--- src/rtl/assert_macros.svh ---
// ----------------------------------------------------------------------------
// assert_macros.svh
// Assertion helpers shared by the RTL; they compile to nothing under SYNTHESIS.
// ----------------------------------------------------------------------------
`ifndef ASSERT_MACROS_SVH
`define ASSERT_MACROS_SVH

`ifndef SYNTHESIS

// Same-cycle implication, disabled during reset.
`define AST_IMP(label, clk, rst_n, ante, cons) \
    label: assert property (@(posedge clk) disable iff (!rst_n) (ante) |-> (cons)) \
        else $error("assertion failed: same-cycle implication");

// Next-cycle implication, disabled during reset.
`define AST_NXT(label, clk, rst_n, ante, cons) \
    label: assert property (@(posedge clk) disable iff (!rst_n) (ante) |=> (cons)) \
        else $error("assertion failed: next-cycle implication");

`else

`define AST_IMP(label, clk, rst_n, ante, cons)
`define AST_NXT(label, clk, rst_n, ante, cons)

`endif

`endif

--- src/rtl/tfr_pkg.sv ---
// ----------------------------------------------------------------------------
// tfr_pkg
// Types and constants shared by the frame receiver modules.
// ----------------------------------------------------------------------------
package tfr_pkg;

    localparam logic [7:0] C_END_MARK  = 8'hFF;  // frame terminator byte
    localparam int         C_POS_W     = 6;      // widest buffer position (depth 64)
    localparam int         C_MAX_OUT   = 32;     // most bytes dumped per frame
    localparam int         C_FIFO_DEPTH = 4;
    localparam int         C_FIFO_AW   = 2;

    // One classified item handed from the front to the back.
    typedef struct packed {
        logic               is_end;  // terminator: store it, then dump the frame
        logic [7:0]         data;
        logic [C_POS_W-1:0] pos;
    } t_cmd;

    // Front status, visible for checking.
    typedef struct packed {
        logic               rx_en;
        logic [C_POS_W-1:0] wpos;
    } t_front_stat;

endpackage

--- src/rtl/tfr_front.sv ---
// ----------------------------------------------------------------------------
// tfr_front
// Accepts received bytes, tracks the write position and issues commands.
// ----------------------------------------------------------------------------
module tfr_front #(
    parameter int BUFFER_DEPTH = 32
) (
    input  logic                  i_clk,
    input  logic                  i_rst_n,
    input  logic                  i_valid,
    output logic                  o_stall,
    input  logic [7:0]            i_rx_byte,
    input  logic                  i_line_error,
    input  logic                  i_cfg_we,
    input  logic                  i_cfg_wdata,
    output logic                  o_push,
    output tfr_pkg::t_cmd         o_cmd,
    input  logic                  i_full,
    output tfr_pkg::t_front_stat  o_stat
);
    import tfr_pkg::*;

    localparam int PW = (BUFFER_DEPTH > 1) ? $clog2(BUFFER_DEPTH) : 1;

    logic          r_rx_en;
    logic [PW-1:0] r_wpos;
    logic [PW-1:0] n_wpos;
    logic          w_acc;

    assign o_stall = i_full;
    assign w_acc   = i_valid && !i_full;

    always_comb begin
        n_wpos       = r_wpos;
        o_push       = 1'b0;
        o_cmd.is_end = (i_rx_byte == C_END_MARK);
        o_cmd.data   = i_rx_byte;
        o_cmd.pos    = C_POS_W'(r_wpos);
        if (w_acc && r_rx_en) begin
            if (i_line_error) begin
                n_wpos = '0;
            end else begin
                o_push = 1'b1;
                if (o_cmd.is_end) begin
                    n_wpos = '0;
                end else if (r_wpos == PW'(BUFFER_DEPTH - 1)) begin
                    n_wpos = '0;  // wrap without terminator
                end else begin
                    n_wpos = r_wpos + 1'b1;
                end
            end
        end
    end

    always_ff @(posedge i_clk) begin
        if (!i_rst_n) begin
            r_rx_en <= 1'b1;
            r_wpos  <= '0;
        end else begin
            if (i_cfg_we) begin
                r_rx_en <= i_cfg_wdata;
            end
            r_wpos <= n_wpos;
        end
    end

    assign o_stat.rx_en = r_rx_en;
    assign o_stat.wpos  = C_POS_W'(r_wpos);

endmodule

--- src/rtl/tfr_cmd_fifo.sv ---
// ----------------------------------------------------------------------------
// tfr_cmd_fifo
// Short command queue between the front and the back.
// ----------------------------------------------------------------------------
module tfr_cmd_fifo (
    input  logic           i_clk,
    input  logic           i_rst_n,
    input  logic           i_push,
    input  tfr_pkg::t_cmd  i_cmd,
    input  logic           i_pop,
    output tfr_pkg::t_cmd  o_cmd,
    output logic           o_full,
    output logic           o_empty
);
    import tfr_pkg::*;

    t_cmd                 r_mem [C_FIFO_DEPTH];
    logic [C_FIFO_AW-1:0] r_wr_ptr;
    logic [C_FIFO_AW-1:0] r_rd_ptr;
    logic [C_FIFO_AW:0]   r_count;
    logic                 w_do_push;
    logic                 w_do_pop;

    assign o_full    = (r_count == (C_FIFO_AW + 1)'(C_FIFO_DEPTH));
    assign o_empty   = (r_count == '0);
    assign w_do_push = i_push && !o_full;
    assign w_do_pop  = i_pop && !o_empty;
    assign o_cmd     = r_mem[r_rd_ptr];

    always_ff @(posedge i_clk) begin
        if (w_do_push) begin
            r_mem[r_wr_ptr] <= i_cmd;
        end
    end

    always_ff @(posedge i_clk) begin
        if (!i_rst_n) begin
            r_wr_ptr <= '0;
            r_rd_ptr <= '0;
            r_count  <= '0;
        end else begin
            if (w_do_push) begin
                r_wr_ptr <= r_wr_ptr + 1'b1;
            end
            if (w_do_pop) begin
                r_rd_ptr <= r_rd_ptr + 1'b1;
            end
            unique case ({w_do_push, w_do_pop})
                2'b10:   r_count <= r_count + 1'b1;
                2'b01:   r_count <= r_count - 1'b1;
                default: r_count <= r_count;
            endcase
        end
    end

endmodule

--- src/rtl/tfr_back.sv ---
// ----------------------------------------------------------------------------
// tfr_back
// Executes commands: stores bytes in the frame buffer and dumps frames.
// ----------------------------------------------------------------------------
module tfr_back #(
    parameter int BUFFER_DEPTH = 32
) (
    input  logic           i_clk,
    input  logic           i_rst_n,
    input  logic           i_empty,
    input  tfr_pkg::t_cmd  i_cmd,
    output logic           o_pop,
    output logic           o_busy,
    output logic           o_valid,
    input  logic           i_stall,
    output logic [7:0]     o_frame_byte,
    output logic [4:0]     o_byte_index,
    output logic [5:0]     o_frame_length,
    output logic           o_last
);
    import tfr_pkg::*;

    localparam int  PW     = (BUFFER_DEPTH > 1) ? $clog2(BUFFER_DEPTH) : 1;
    localparam int  XW     = C_POS_W + 1;
    localparam logic S_IDLE = 1'b0;
    localparam logic S_DUMP = 1'b1;

    logic [7:0]    r_mem [BUFFER_DEPTH];
    logic          r_state;
    logic [PW-1:0] r_rd_idx;
    logic [PW-1:0] r_end;
    logic [5:0]    r_len;
    logic [7:0]    r_rd_data;
    logic          r_s1_vld;
    logic [4:0]    r_s1_idx;
    logic [5:0]    r_s1_len;
    logic          r_s1_last;
    logic          r_out_vld;

    logic          w_out_rdy;
    logic          w_s1_adv;
    logic          w_s1_free;
    logic          w_issue;
    logic [PW-1:0] w_pos;
    logic [XW-1:0] w_len_x;
    logic [XW-1:0] w_first_x;
    logic [XW-1:0] w_idx_x;

    assign w_out_rdy = !r_out_vld || !i_stall;
    assign w_s1_adv  = r_s1_vld && w_out_rdy;
    assign w_s1_free = !r_s1_vld || w_s1_adv;
    assign w_issue   = (r_state == S_DUMP) && w_s1_free;
    assign o_pop     = (r_state == S_IDLE) && !i_empty;
    assign o_busy    = (r_state == S_DUMP);

    // Frame of more than 32 bytes: dump only its last 32.
    assign w_pos     = i_cmd.pos[PW-1:0];
    assign w_len_x   = XW'(w_pos) + XW'(1);
    assign w_first_x = (w_len_x > XW'(C_MAX_OUT)) ? (w_len_x - XW'(C_MAX_OUT)) : '0;
    assign w_idx_x   = XW'(r_rd_idx);

    always_ff @(posedge i_clk) begin
        if (o_pop) begin
            r_mem[w_pos] <= i_cmd.data;
        end
        if (w_issue) begin
            r_rd_data <= r_mem[r_rd_idx];
        end
    end

    always_ff @(posedge i_clk) begin
        if (!i_rst_n) begin
            r_state   <= S_IDLE;
            r_s1_vld  <= 1'b0;
            r_out_vld <= 1'b0;
        end else begin
            unique case (r_state)
                S_IDLE: begin
                    if (o_pop && i_cmd.is_end) begin
                        r_state <= S_DUMP;
                    end
                end
                S_DUMP: begin
                    if (w_issue && (r_rd_idx == r_end)) begin
                        r_state <= S_IDLE;
                    end
                end
                default: r_state <= S_IDLE;
            endcase
            if (w_issue) begin
                r_s1_vld <= 1'b1;
            end else if (w_s1_adv) begin
                r_s1_vld <= 1'b0;
            end
            if (w_out_rdy) begin
                r_out_vld <= r_s1_vld;
            end
        end
    end

    always_ff @(posedge i_clk) begin
        if (o_pop && i_cmd.is_end) begin
            r_rd_idx <= w_first_x[PW-1:0];
            r_end    <= w_pos;
            r_len    <= w_len_x[5:0];
        end else if (w_issue) begin
            r_rd_idx <= r_rd_idx + 1'b1;
        end
        if (w_issue) begin
            r_s1_idx  <= w_idx_x[4:0];
            r_s1_len  <= r_len;
            r_s1_last <= (r_rd_idx == r_end);
        end
        if (w_s1_adv) begin
            o_frame_byte   <= r_rd_data;
            o_byte_index   <= r_s1_idx;
            o_frame_length <= r_s1_len;
            o_last         <= r_s1_last;
        end
    end

    assign o_valid = r_out_vld;

endmodule

--- src/rtl/terminator_frame_receiver_unit.sv ---
// ----------------------------------------------------------------------------
// terminator_frame_receiver_unit
// Terminator-delimited frame receiver: buffers good serial bytes and emits
// the whole frame, terminator included, when byte 0xFF arrives.
// ----------------------------------------------------------------------------
//  channel   direction  handshake                 payload
//  input     in         i_valid / o_stall         i_rx_byte, i_line_error
//  output    out        o_valid / i_stall         o_frame_byte, o_byte_index,
//                                                 o_frame_length, o_last
//  config    in         i_cfg_we                  i_cfg_wdata (receive enable)
//
//  The front handles an ordinary byte, a line error or a disabled-receive
//  item as it accepts it; the back stores a byte when it pops the command.
//  A terminator keeps the back busy while it reads out min(L, 32) bytes of
//  an L-byte frame (one buffer read port, one byte a cycle unless the output
//  stalls); each byte passes the buffer read register, then the output register.
//  A four-entry command queue parts the two sides: o_stall rises only while
//  it is full, so input keeps flowing during a frame dump.
//  Reset is synchronous, active low; it clears the position, the queue and
//  the output valid, and sets receive enable. The buffer is not cleared.
// ----------------------------------------------------------------------------
`include "assert_macros.svh"

module terminator_frame_receiver_unit #(
    parameter int BUFFER_DEPTH = 32
) (
    input  logic       i_clk,
    input  logic       i_rst_n,
    input  logic       i_valid,
    output logic       o_stall,
    input  logic [7:0] i_rx_byte,
    input  logic       i_line_error,
    input  logic       i_cfg_we,
    input  logic       i_cfg_wdata,
    output logic       o_valid,
    input  logic       i_stall,
    output logic [7:0] o_frame_byte,
    output logic [4:0] o_byte_index,
    output logic [5:0] o_frame_length,
    output logic       o_last
);
    import tfr_pkg::*;

    t_cmd        w_push_cmd;
    t_cmd        w_pop_cmd;
    logic        w_push;
    logic        w_pop;
    logic        w_full;
    logic        w_empty;
    logic        w_busy;
    t_front_stat w_stat;

    // Front: accept and classify items, own the write position.
    tfr_front #(.BUFFER_DEPTH(BUFFER_DEPTH)) u_front (
        .i_clk        (i_clk),
        .i_rst_n      (i_rst_n),
        .i_valid      (i_valid),
        .o_stall      (o_stall),
        .i_rx_byte    (i_rx_byte),
        .i_line_error (i_line_error),
        .i_cfg_we     (i_cfg_we),
        .i_cfg_wdata  (i_cfg_wdata),
        .o_push       (w_push),
        .o_cmd        (w_push_cmd),
        .i_full       (w_full),
        .o_stat       (w_stat)
    );

    // Queue: hold commands while the back is dumping a frame.
    tfr_cmd_fifo u_fifo (
        .i_clk   (i_clk),
        .i_rst_n (i_rst_n),
        .i_push  (w_push),
        .i_cmd   (w_push_cmd),
        .i_pop   (w_pop),
        .o_cmd   (w_pop_cmd),
        .o_full  (w_full),
        .o_empty (w_empty)
    );

    // Back: write the buffer, read frames out through a registered pipeline.
    tfr_back #(.BUFFER_DEPTH(BUFFER_DEPTH)) u_back (
        .i_clk          (i_clk),
        .i_rst_n        (i_rst_n),
        .i_empty        (w_empty),
        .i_cmd          (w_pop_cmd),
        .o_pop          (w_pop),
        .o_busy         (w_busy),
        .o_valid        (o_valid),
        .i_stall        (i_stall),
        .o_frame_byte   (o_frame_byte),
        .o_byte_index   (o_byte_index),
        .o_frame_length (o_frame_length),
        .o_last         (o_last)
    );

    // The last byte of a frame sits at position length - 1 (within 5 bits).
    `AST_IMP(a_last_index, i_clk, i_rst_n, o_valid && o_last, o_byte_index == 5'(o_frame_length - 6'd1))
    // An accepted line error with receive enabled returns the position to 0.
    `AST_NXT(a_err_clears, i_clk, i_rst_n, i_valid && !o_stall && w_stat.rx_en && i_line_error, w_stat.wpos == '0)
    // A terminator taken in always lands in the queue.
    `AST_NXT(a_end_queued, i_clk, i_rst_n, i_valid && !o_stall && w_stat.rx_en && !i_line_error && (i_rx_byte == C_END_MARK), !w_empty)
    // The back never takes a command while dumping a frame.
    `AST_IMP(a_no_pop_busy, i_clk, i_rst_n, w_busy, !w_pop)

endmodule

--- config.mk ---
export PLATFORM = sky130hd
export DESIGN_NAME = terminator_frame_receiver_unit
export DESIGN_NICKNAME = d
export VERILOG_FILES = /design/src/rtl/tfr_pkg.sv /design/src/rtl/tfr_front.sv /design/src/rtl/tfr_cmd_fifo.sv /design/src/rtl/tfr_back.sv /design/src/rtl/terminator_frame_receiver_unit.sv
export VERILOG_INCLUDE_DIRS = /design/src /design/src/rtl
export SDC_FILE = /design/constraint.sdc
export NUM_CORES = 1
export LEC_CHECK = 0
export BUFFER_PORTS_ARGS = -buffer_cell sky130_fd_sc_hd__buf_2
export CORE_MARGIN = 3
export CORE_UTILIZATION = 50
export DETAILED_ROUTE_END_ITERATION = 10
export GPL_TIMING_DRIVEN = 0
export PLACE_DENSITY = 0.66
export SLEW_MARGIN = 5
export SYNTH_ARGS = -nofsm -noshare
export SYNTH_HDL_FRONTEND = slang
export SYNTH_SLANG_ARGS = --single-unit
--- constraint.sdc ---
create_clock -name i_clk -period 2.94 [get_ports i_clk]
set_input_delay 0.441 -clock i_clk [delete_from_list [all_inputs] [get_ports i_clk]]
set_output_delay 0.441 -clock i_clk [all_outputs]
set_load 0.005 [all_outputs]
Word level (Yosys, flattened, before mapping). Memories as Yosys holds them, arrays and structs flattened. A register that Yosys moved wholly into a read port is not among the register bits. Cells that the tools add are included.

Add/subtract/negate cells: 8. $lt $le $gt $ge: 1. Equal/unequal tests: 6. Multiplexer cells: 20. Bitwise logic cells: 1. Reduce and logical (&&, ||, !) cells: 20.

Operator list (count): $mux 5 (6); $add 5x1->5 const B (2); $mux 1 (10); $logic_and 1x1->1 (9); $eq 8x8->1 const B (1); $add 5x1->6 const B (1); $gt 6x6->1 const B (1); $pmux 3 s2 (1); $reduce_bool 2->1 (3); $eq 5x5->1 (1); $eq 5x5->1 const B (1); $logic_not 1->1 (5); $sub 5x1->5 const B (1); $add 2x1->2 const B (2); $mux 2 (2); $add 3x1->3 const B (1); $eq 3x3->1 const B (1); $logic_not 3->1 (1); $sub 3x1->3 const B (1); $eq 2x1->1 const B (1); $eq 2x2->1 const B (1); $logic_or 1x1->1 (2); $pmux 1 s2 (1); $not 1->1 (1).

Flip-flop bits (word level): 64. Memory bits (writable): 312. Input bits: 15. Output and inout bits: 22. Logic and storage cells: 76. Memories kept: 2.

Memory list: u_back.r_mem (words 32, bits a word 8, read ports 1, clocked after Yosys merged registers in 1, write ports 1, RTL line tfr_back.sv:28) `logic [7:0] r_mem [BUFFER_DEPTH];`; u_fifo.r_mem (words 4, bits a word 14, read ports 1, clocked after Yosys merged registers in 1, write ports 1, RTL line tfr_cmd_fifo.sv:17) `t_cmd r_mem [C_FIFO_DEPTH];`.

Longest topological paths before layout. Gate-level depths: netlist of run 1.

Word-level depth: 8. Mapped depth: 10. Mapped depth without buffers: 10.

Cells and area by module. Synthesis of run 1 repeated with hierarchy kept, for this count alone.

Cells, all modules: 711. Area total of the unflattened synthesis: 15124.5 sq um.

By module, submodules not included: tfr_back (times used 1, cells each 520, area each 11966.5 sq um, sequential area each 9429.0 sq um); tfr_cmd_fifo (times used 1, cells each 132, area each 2670.1 sq um, sequential area each 1981.9 sq um); tfr_front (times used 1, cells each 59, area each 488.0 sq um, sequential area each 120.1 sq um).

Worst setup path after synthesis of run 1. OpenSTA, ideal clock, no wires.

Path type: input-to-reg. From: input i_stall. To: register u_back.o_byte_index[0] (enable). Library setup time: 0.428 ns. Arrival: 1.938 ns. Data required time: 2.512 ns. Setup slack: 0.574 ns. Stages on the path: 1. Buffers on the path: 0. Path through: a21boi_0.

Cells in the longest elaborated chain, start to end: 3.

Ends and longest elaborated chain: start: declaration (RTL line terminator_frame_receiver_unit.sv:36) `input logic i_stall,`; $logic_not 1->1 (RTL line tfr_back.sv:49) `assign w_out_rdy = !r_out_vld || !i_stall;`; $logic_or 1x1->1 (RTL line tfr_back.sv:49); $logic_and 1x1->1 (RTL line tfr_back.sv:50) `assign w_s1_adv = r_s1_vld && w_out_rdy;`; end signal: assignment (RTL line tfr_back.sv:116) `o_byte_index <= r_s1_idx;`; end: declaration (RTL line tfr_back.sv:17) `output logic [4:0] o_byte_index,`.

Every way passes these cells. A chain may end at the register's enable or synchronous reset.

==> results of run 1 <==
[per-stage QoR]
stage                     power [W]  TNS [ns]  worst slack [ns]  util (%)  area (sq um)
after floorplan              0.0103         0             0.574         -         14900
after global placement       0.0118     -8.04            -0.126      53.6         15600
after detailed placement     0.0118    -10.29            -0.166      53.7         15600
after CTS                    0.0170     -4.24            -0.134      58.4         17000
after global routing         0.0176    -17.38            -0.160      58.6         17000
final                        0.0168     -1.06           -0.0483      58.6         17000
[registers in the layout, summed over array words and instances (netlist names), named ones only]
signal                 count
u_back.o_busy              1
u_back.o_byte_index        5
u_back.o_frame_byte        8
u_back.o_frame_length      6
u_back.o_last              1
u_back.o_valid             1
u_back.r_end               5
u_back.r_len               6
u_back.r_mem             256
u_back.r_rd_data           8
u_back.r_rd_idx            5
u_back.r_s1_idx            5
u_back.r_s1_last           1
u_back.r_s1_len            6
u_back.r_s1_vld            1
u_fifo.r_count             3
u_fifo.r_mem              56
u_fifo.r_rd_ptr            2
u_fifo.r_wr_ptr            2
u_front.r_rx_en            1
u_front.r_wpos             5
[repair_timing]
action | 4_1_cts | 5_1_grt
endpoints found under the setup margin | 163 | 240
pin swaps | 0 | 1
resized for setup | 20 | 18
[worst reg2reg max path: stages (launching register included)]
cell and delay (ns):
dfxtp_1 0.31, buf_4 0.16, buf_6 0.20, mux4_2 0.61
inv_1 0.11, ha_1 0.15, nand2_1 0.47, nor2_2 0.62
[metal layers]
| metal | wire length (um) | global-route usage [%] | vias to the layer above |
|---|---|---|---|
| met5 | 0 | 0 | - |
| met4 | 809 | 6.04 | 0 |
| met3 | 1430 | 2.77 | 49 |
| met2 | 15200 | 32.9 | 206 |
| met1 | 12000 | 25.4 | 3689 |
| li1 | - | - | 3308 |
[layout make-up]
type | count | area [sq um]
well taps | 384 | 480
plain buffers | 34 | 201
flip-flops and latches | 386 | 11400
clock buffers | 48 | 1050
fillers | 2177 | 12000
clock inverters | 23 | 273
inverters | 13 | 48.8
repair buffers | 37 | 195
multi-input cells | 363 | 3350
[power by group through the flow]
stage / sequential, W / clock, W / combinational (W)
final: 0.00728 / 0.00507 / 0.00449
after global placement: 0.00738 / 0 / 0.00440
after floorplan: 0.00734 / 0 / 0.00296
after global routing: 0.00732 / 0.00542 / 0.00483
after detailed placement: 0.00739 / 0 / 0.00446
after CTS: 0.00728 / 0.00517 / 0.00450
[how the worst min path moves through the flow]
stage | cells past startpoint | end | from
floorplan | 0 | u_back.o_byte_index[0]$_DFFE_PP_ | u_back.r_s1_idx[0]$_DFFE_PP_
global placement | 0 | u_back.o_frame_length[1]$_DFFE_PP_ | u_back.r_s1_len[1]$_DFFE_PP_
detailed placement | 0 | u_back.o_frame_byte[1]$_DFFE_PP_ | u_back.r_rd_data[1]$_DFFE_PP_
CTS | 3 | u_front.r_rx_en$_SDFFE_PN1P_ | i_cfg_wdata
global route | 2 | u_front.r_rx_en$_SDFFE_PN1P_ | i_rst_n
finish | 3 | u_front.r_rx_en$_SDFFE_PN1P_ | i_cfg_wdata
[Yosys cell counts (all sizes together), types with 4 or more instances]
library cell	instances
edfxtp	368
mux2i	66
nor2	52
mux4	46
nand2	35
nand3	31
a21oi	25
buf	24
dfxtp	18
a22oi	16
ha	13
inv	13
a22o	10
clkbuf	10
a221oi	8
xnor2	8
xor2	8
and2	6
nor2b	5
and3	4
nor3	4
[logic make-up (layout without fill, tap and decap cells)]
group / after synthesis / after routing / synth area share [%]
AND/OR/NAND/NOR: 153 / 153 / 4.76
AO/OA/AOI/OAI: 68 / 68 / 3.17
buffers and inverters: 47 / 155 / 1.68
adder cells (fa/ha/maj): 14 / 14 / 1.23
flip-flops: 386 / 386 / 76.6
multiplexers: 112 / 112 / 11.6
XOR/XNOR: 16 / 16 / 0.941
==> out/metrics.yaml, run 1 <==
synth:
  synth.area.top_cells: "edfxtp_1 (74%), mux4_2 (5.6%), mux2i_1 (4.4%)"
  syn_nets: 825
  syn-cell-area_sq_um: 14900
  synth.distinct_cells: 46
  postSynthRegisterBits: 386
  synth_cells: 796
  yosysWarnings: 0
  synth-edff-count: 368
  synthFlopType: "edfxtp_1"
  synth_top_area_cell: "edfxtp_1"
  seq_area_frac_synth_pct: 76.6
  synth_top_cell_area_share_pct: 74.2
  async_flop_share_pct: 0
  synthesis.area_per_instance_sq_um: 18.7
sta:
  worstMarginPinSlew_ns: 1.25
  final.setup.worst_slack_ns: -0.0483
  hold_slack_ns: 0.142
  post-route-period-util_pct: 102
  finalCriticalPeriod_ns: 2.99
  finalHoldViolCount: 0
  setup_viol_count_final: 40
  rsz0062_at_grt: "yes"
  max_freq_mhz: 335
  maxSlewViolCount: 0
  relSlewSlack_pct: 16.5
  clock_skew_ns: 0.0133
final_layout:
  drive_gt1_share_pct: 21.1
  diodes: 0
  layoutNonFillerInstCount: 1288
  most-common-layout-cells: "edfxtp_1 (368), mux2i_1 (66), buf_2 (46)"
  area_delta_synth_final_pct: 14.2
  nets: 903
  final_common_cell: "edfxtp_1"
worst_setup_path:
  r2r_slack_ns: -0.05
  crit_type: "reg2reg"
  cp_cell_sequence: "buf_4, buf_6, mux4_2, inv_1, ha_1, nand2_1, nor2_2"
  critPathMaxStageDelay_ns: 0.61
  crit_family: "simple AND/OR/NAND/NOR gates"
  rr_endpoint: "u_back.r_mem[1][4]$_DFFE_PP_"
  crit_fanout: 10
  start_kind: "flop"
  crit_required_ns: 3.09
  reg2reg_depth: 7
  critical-path-slowest-cell: "mux4_2"
  path_depth: 7
  endpoint_kind: "flop"
  critPathArrivalTime_ns: 3.14
  crit_end: "u_back.r_mem[1][4]$_DFFE_PP_"
  crit_buf_inv: 3
min_path:
  worstHoldPathType: "in2reg"
floorplanning:
  initial_core_util_pct: 51.3
  row_count: 62
  fp.dieH_um: 179
  dieArea_sq_um: 31900
  boundaryPins: 37
  fp.dieW_um: 179
  core-area_sq_um: 29000
global_route:
  grt_max_degree: 33
  grt_pass1_wl_um: 44600
  grt.overflow.total: 0
  antenna_found_initial: 0
  grt_pass1_vias: 7469
  grt_use_total_pct: 19.2
cts:
  insertion_delay_ns: 0.52
  numCtsBuffers: 39
  cts_buffer_depth: 3
  root_buffer: "clkbuf_16"
  clock-sinks: 386
  postCtsSetupBuffers: 0
  cts-htree-levels: 2
  cts_tree: "done"
  clkSlewWorstSetupHoldPaths_ns: 0.06
  cts_hold_buf: 0
power_and_ir_drop:
  p_per_area_nw_per_um2: 990
  switching_share_pct: 30.1
  p_comb_share_pct: 26.7
  seq_power_share_pct: 43.2
  p_leak_nw: 5.69
  peakVddDrop_mv: 0.529
  p_switching_w: 0.00507
  intPower_w: 0.0118
  clkPwrFrac_pct: 30.1
outcome:
  violations: "setup timing"
  status: "finished with violations"
placement:
  dp_cells: 1217
  hpwl_um: 18500
  gp_congestion: 0.851
  portBuffers: 36
routing:
  via_per_inst: 5.63
  drtAntennaViolNets: 0
  remaining_drc_errors: 0
  routed_wl_um: 29500
  avgRoutedWirePerCell_um: 22.9
  vias: 7252
  first_pass_iters: 7
  drt_first_iter_violations: 632
run:
  max_cap_violations: 0
No activity file was read; power rests on OpenSTA's default activity.
==> run 2, diff against run 1 <==
--- a/config.mk
+++ b/config.mk
@@ -11,7 +11,8 @@
 export CORE_UTILIZATION = 50
 export DETAILED_ROUTE_END_ITERATION = 10
 export GPL_TIMING_DRIVEN = 0
-export PLACE_DENSITY = 0.66
+export HOLD_SLACK_MARGIN = 0.12
+export PLACE_DENSITY = 0.65
 export SLEW_MARGIN = 5
 export SYNTH_ARGS = -nofsm -noshare
 export SYNTH_HDL_FRONTEND = slang
==> out/metrics.yaml, run 2 (synthesis gave the netlist of run 1 again) <==
cts:
  numCtsBuffers: 38  # was 39
  root_buffer: "clkbuf_16"  # unchanged
  cts_tree: "done"  # unchanged
  insertion_delay_ns: 0.51  # was 0.52 ns
  postCtsSetupBuffers: 0  # unchanged
  cts_hold_buf: 0  # unchanged
  cts_buffer_depth: 3  # unchanged
  clkSlewWorstSetupHoldPaths_ns: 0.06  # about the same
  cts-htree-levels: 2  # unchanged
  clock-sinks: 386  # unchanged
final_layout:
  final_common_cell: "edfxtp_1"  # unchanged
  largest_reg_flops: 256  # unchanged
  area_delta_synth_final_pct: 13.2  # was 14.2%
  reg.largest.list: "u_back.r_mem: 256 flops, u_fifo.r_mem: 56 flops"  # unchanged
  regMostFlops: "u_back.r_mem"  # unchanged
  nets: 902  # was 903
  drive_gt1_share_pct: 20.0  # was 21.1%
  diodes: 0  # unchanged
  most-common-layout-cells: "edfxtp_1 (368), mux2i_1 (66), buf_2 (46)"  # unchanged
routing:
  drt_first_iter_violations: 694  # was 632
  via_per_inst: 5.76  # was 5.63
  first_pass_iters: 5  # was 7
  drtAntennaViolNets: 0  # unchanged
  remaining_drc_errors: 0  # unchanged
  vias: 7386  # was 7252
  routed_wl_um: 29800  # was 29500 um
  avgRoutedWirePerCell_um: 23.2  # was 22.9 um
sta:
  finalCriticalPeriod_ns: 2.98  # was 2.99 ns
  rsz0062_at_grt: "yes"  # unchanged
  clock_skew_ns: 0.0184  # was 0.0133 ns
  worstMarginPinSlew_ns: 1.05  # was 1.25 ns
  relSlewSlack_pct: 29.8  # was 16.5%
  post-route-period-util_pct: 101  # was 102%
  max_freq_mhz: 336  # was 335 MHz
  maxSlewViolCount: 0  # unchanged
  finalHoldViolCount: 0  # unchanged
  setup_viol_count_final: 49  # was 40
  setup_tns_ns: -0.792  # was -1.06 ns
  final.setup.worst_slack_ns: -0.0392  # was -0.0483 ns
worst_setup_path:
  crit_type: "reg2reg"  # unchanged
  start_kind: "flop"  # unchanged
  crit_required_ns: 3.08  # was 3.09 ns
  endpoint_kind: "flop"  # unchanged
  critPathArrivalTime_ns: 3.12  # was 3.14 ns
  r2r_slack_ns: -0.04  # was -0.05 ns
  crit_fanout: 10  # unchanged
outcome:
  violations: "setup timing"  # unchanged
  status: "finished with violations"  # unchanged
min_path:
  worstHoldPathType: "in2reg"  # unchanged
global_route:
  grt_use_total_pct: 19.3  # was 19.2%
  grt_max_degree: 33  # unchanged
  grt_pass1_vias: 7630  # was 7469
  antenna_found_initial: 0  # unchanged
  grt_pass1_wl_um: 45100  # was 44600 um
  grt.overflow.total: 0  # unchanged
floorplanning:
  core-area_sq_um: 29000  # unchanged
  initial_core_util_pct: 51.3  # unchanged
  fp.dieW_um: 179  # unchanged
  dieArea_sq_um: 31900  # unchanged
  row_count: 62  # unchanged
  fp.dieH_um: 179  # unchanged
  boundaryPins: 37  # unchanged
placement:
  portBuffers: 36  # unchanged
  place_ws_ns: -0.110  # was -0.166 ns
  gp_congestion: 0.853  # was 0.851
  hpwl_um: 19000  # was 18500 um
power_and_ir_drop:
  peakVddDrop_mv: 0.644  # was 0.529 mV
  p_per_area_nw_per_um2: 969  # was 990 nW/um^2
  p_leak_nw: 5.62  # was 5.69 nW
run:
  max_cap_violations: 0  # unchanged
[run 2: cell types whose count changed in the layout (fill, tap and decap cells not counted), sizes merged]
cell,previous run,this run
clkbuf,58,56
clkinv,13,15
inv,14,13
clkinvlp,3,2
bufinv,6,3
[run 2: power breakdown]
| group | internal (W) | switching [W] |
|---|---|---|
| Sequential | 0.00712 | 0.000166 |
| Combinational | 0.00158 | 0.00295 |
| Clock | 0.00264 | 0.00189 |
[run 2: cell type report]
cell class | count | area (sq um)
clock inverters | 20 | 185
inverters | 13 | 48.8
plain buffers | 34 | 201
multi-input cells | 363 | 3360
well taps | 384 | 480
clock buffers | 46 | 981
fillers | 2149 | 12100
flip-flops and latches | 386 | 11400
repair buffers | 37 | 195
[run 2: per-stage QoR]
step	util [%]	total power [W]	cells	hold WS (ns)	instance area [sq um]
after global routing	58.1	0.0171	1283	0.154	16900
after global placement	53.6	0.0117	1216	0.401	15600
after detailed placement	53.7	0.0119	1217	0.405	15600
final	58.1	0.0163	1283	0.150	16900
after floorplan	-	0.0103	796	0.400	14900
after CTS	57.9	0.0164	1283	0.136	16800
[run 2: final timing paths]
path	start	to	cells after the start
max reg2reg	flop	u_back.r_mem[24][3]$_DFFE_PP_	7
max	flop	u_back.r_mem[24][3]$_DFFE_PP_	7
min	i_cfg_wdata	u_front.r_rx_en$_SDFFE_PN1P_	3
min reg2reg	u_back.r_rd_data[5]$_DFFE_PP_	u_back.o_frame_byte[5]$_DFFE_PP_	0
[run 2: worst max-delay path: stages (launching register included)]
cell	delay (ns)
dfxtp_1	0.32
buf_4	0.16
buf_6	0.20
mux4_2	0.62
inv_1	0.14
ha_1	0.16
nand2_1	0.42
nor2_2	0.59
[run 2: metal layers]
layer / vias to the layer above / GRT usage, % / routed length, um
li1: 3303 / - / -
met1: 3804 / 26.0 / 12400
met2: 225 / 32.8 / 15200
met3: 54 / 2.79 / 1440
met4: 0 / 5.84 / 774
met5: - / 0 / 0
[run 2: timing repair]
action                                  CTS  global route
endpoints found under the setup margin  191           240
gates resized for setup                  19            20
pin swaps                                 0             2
gates cloned                              0             0
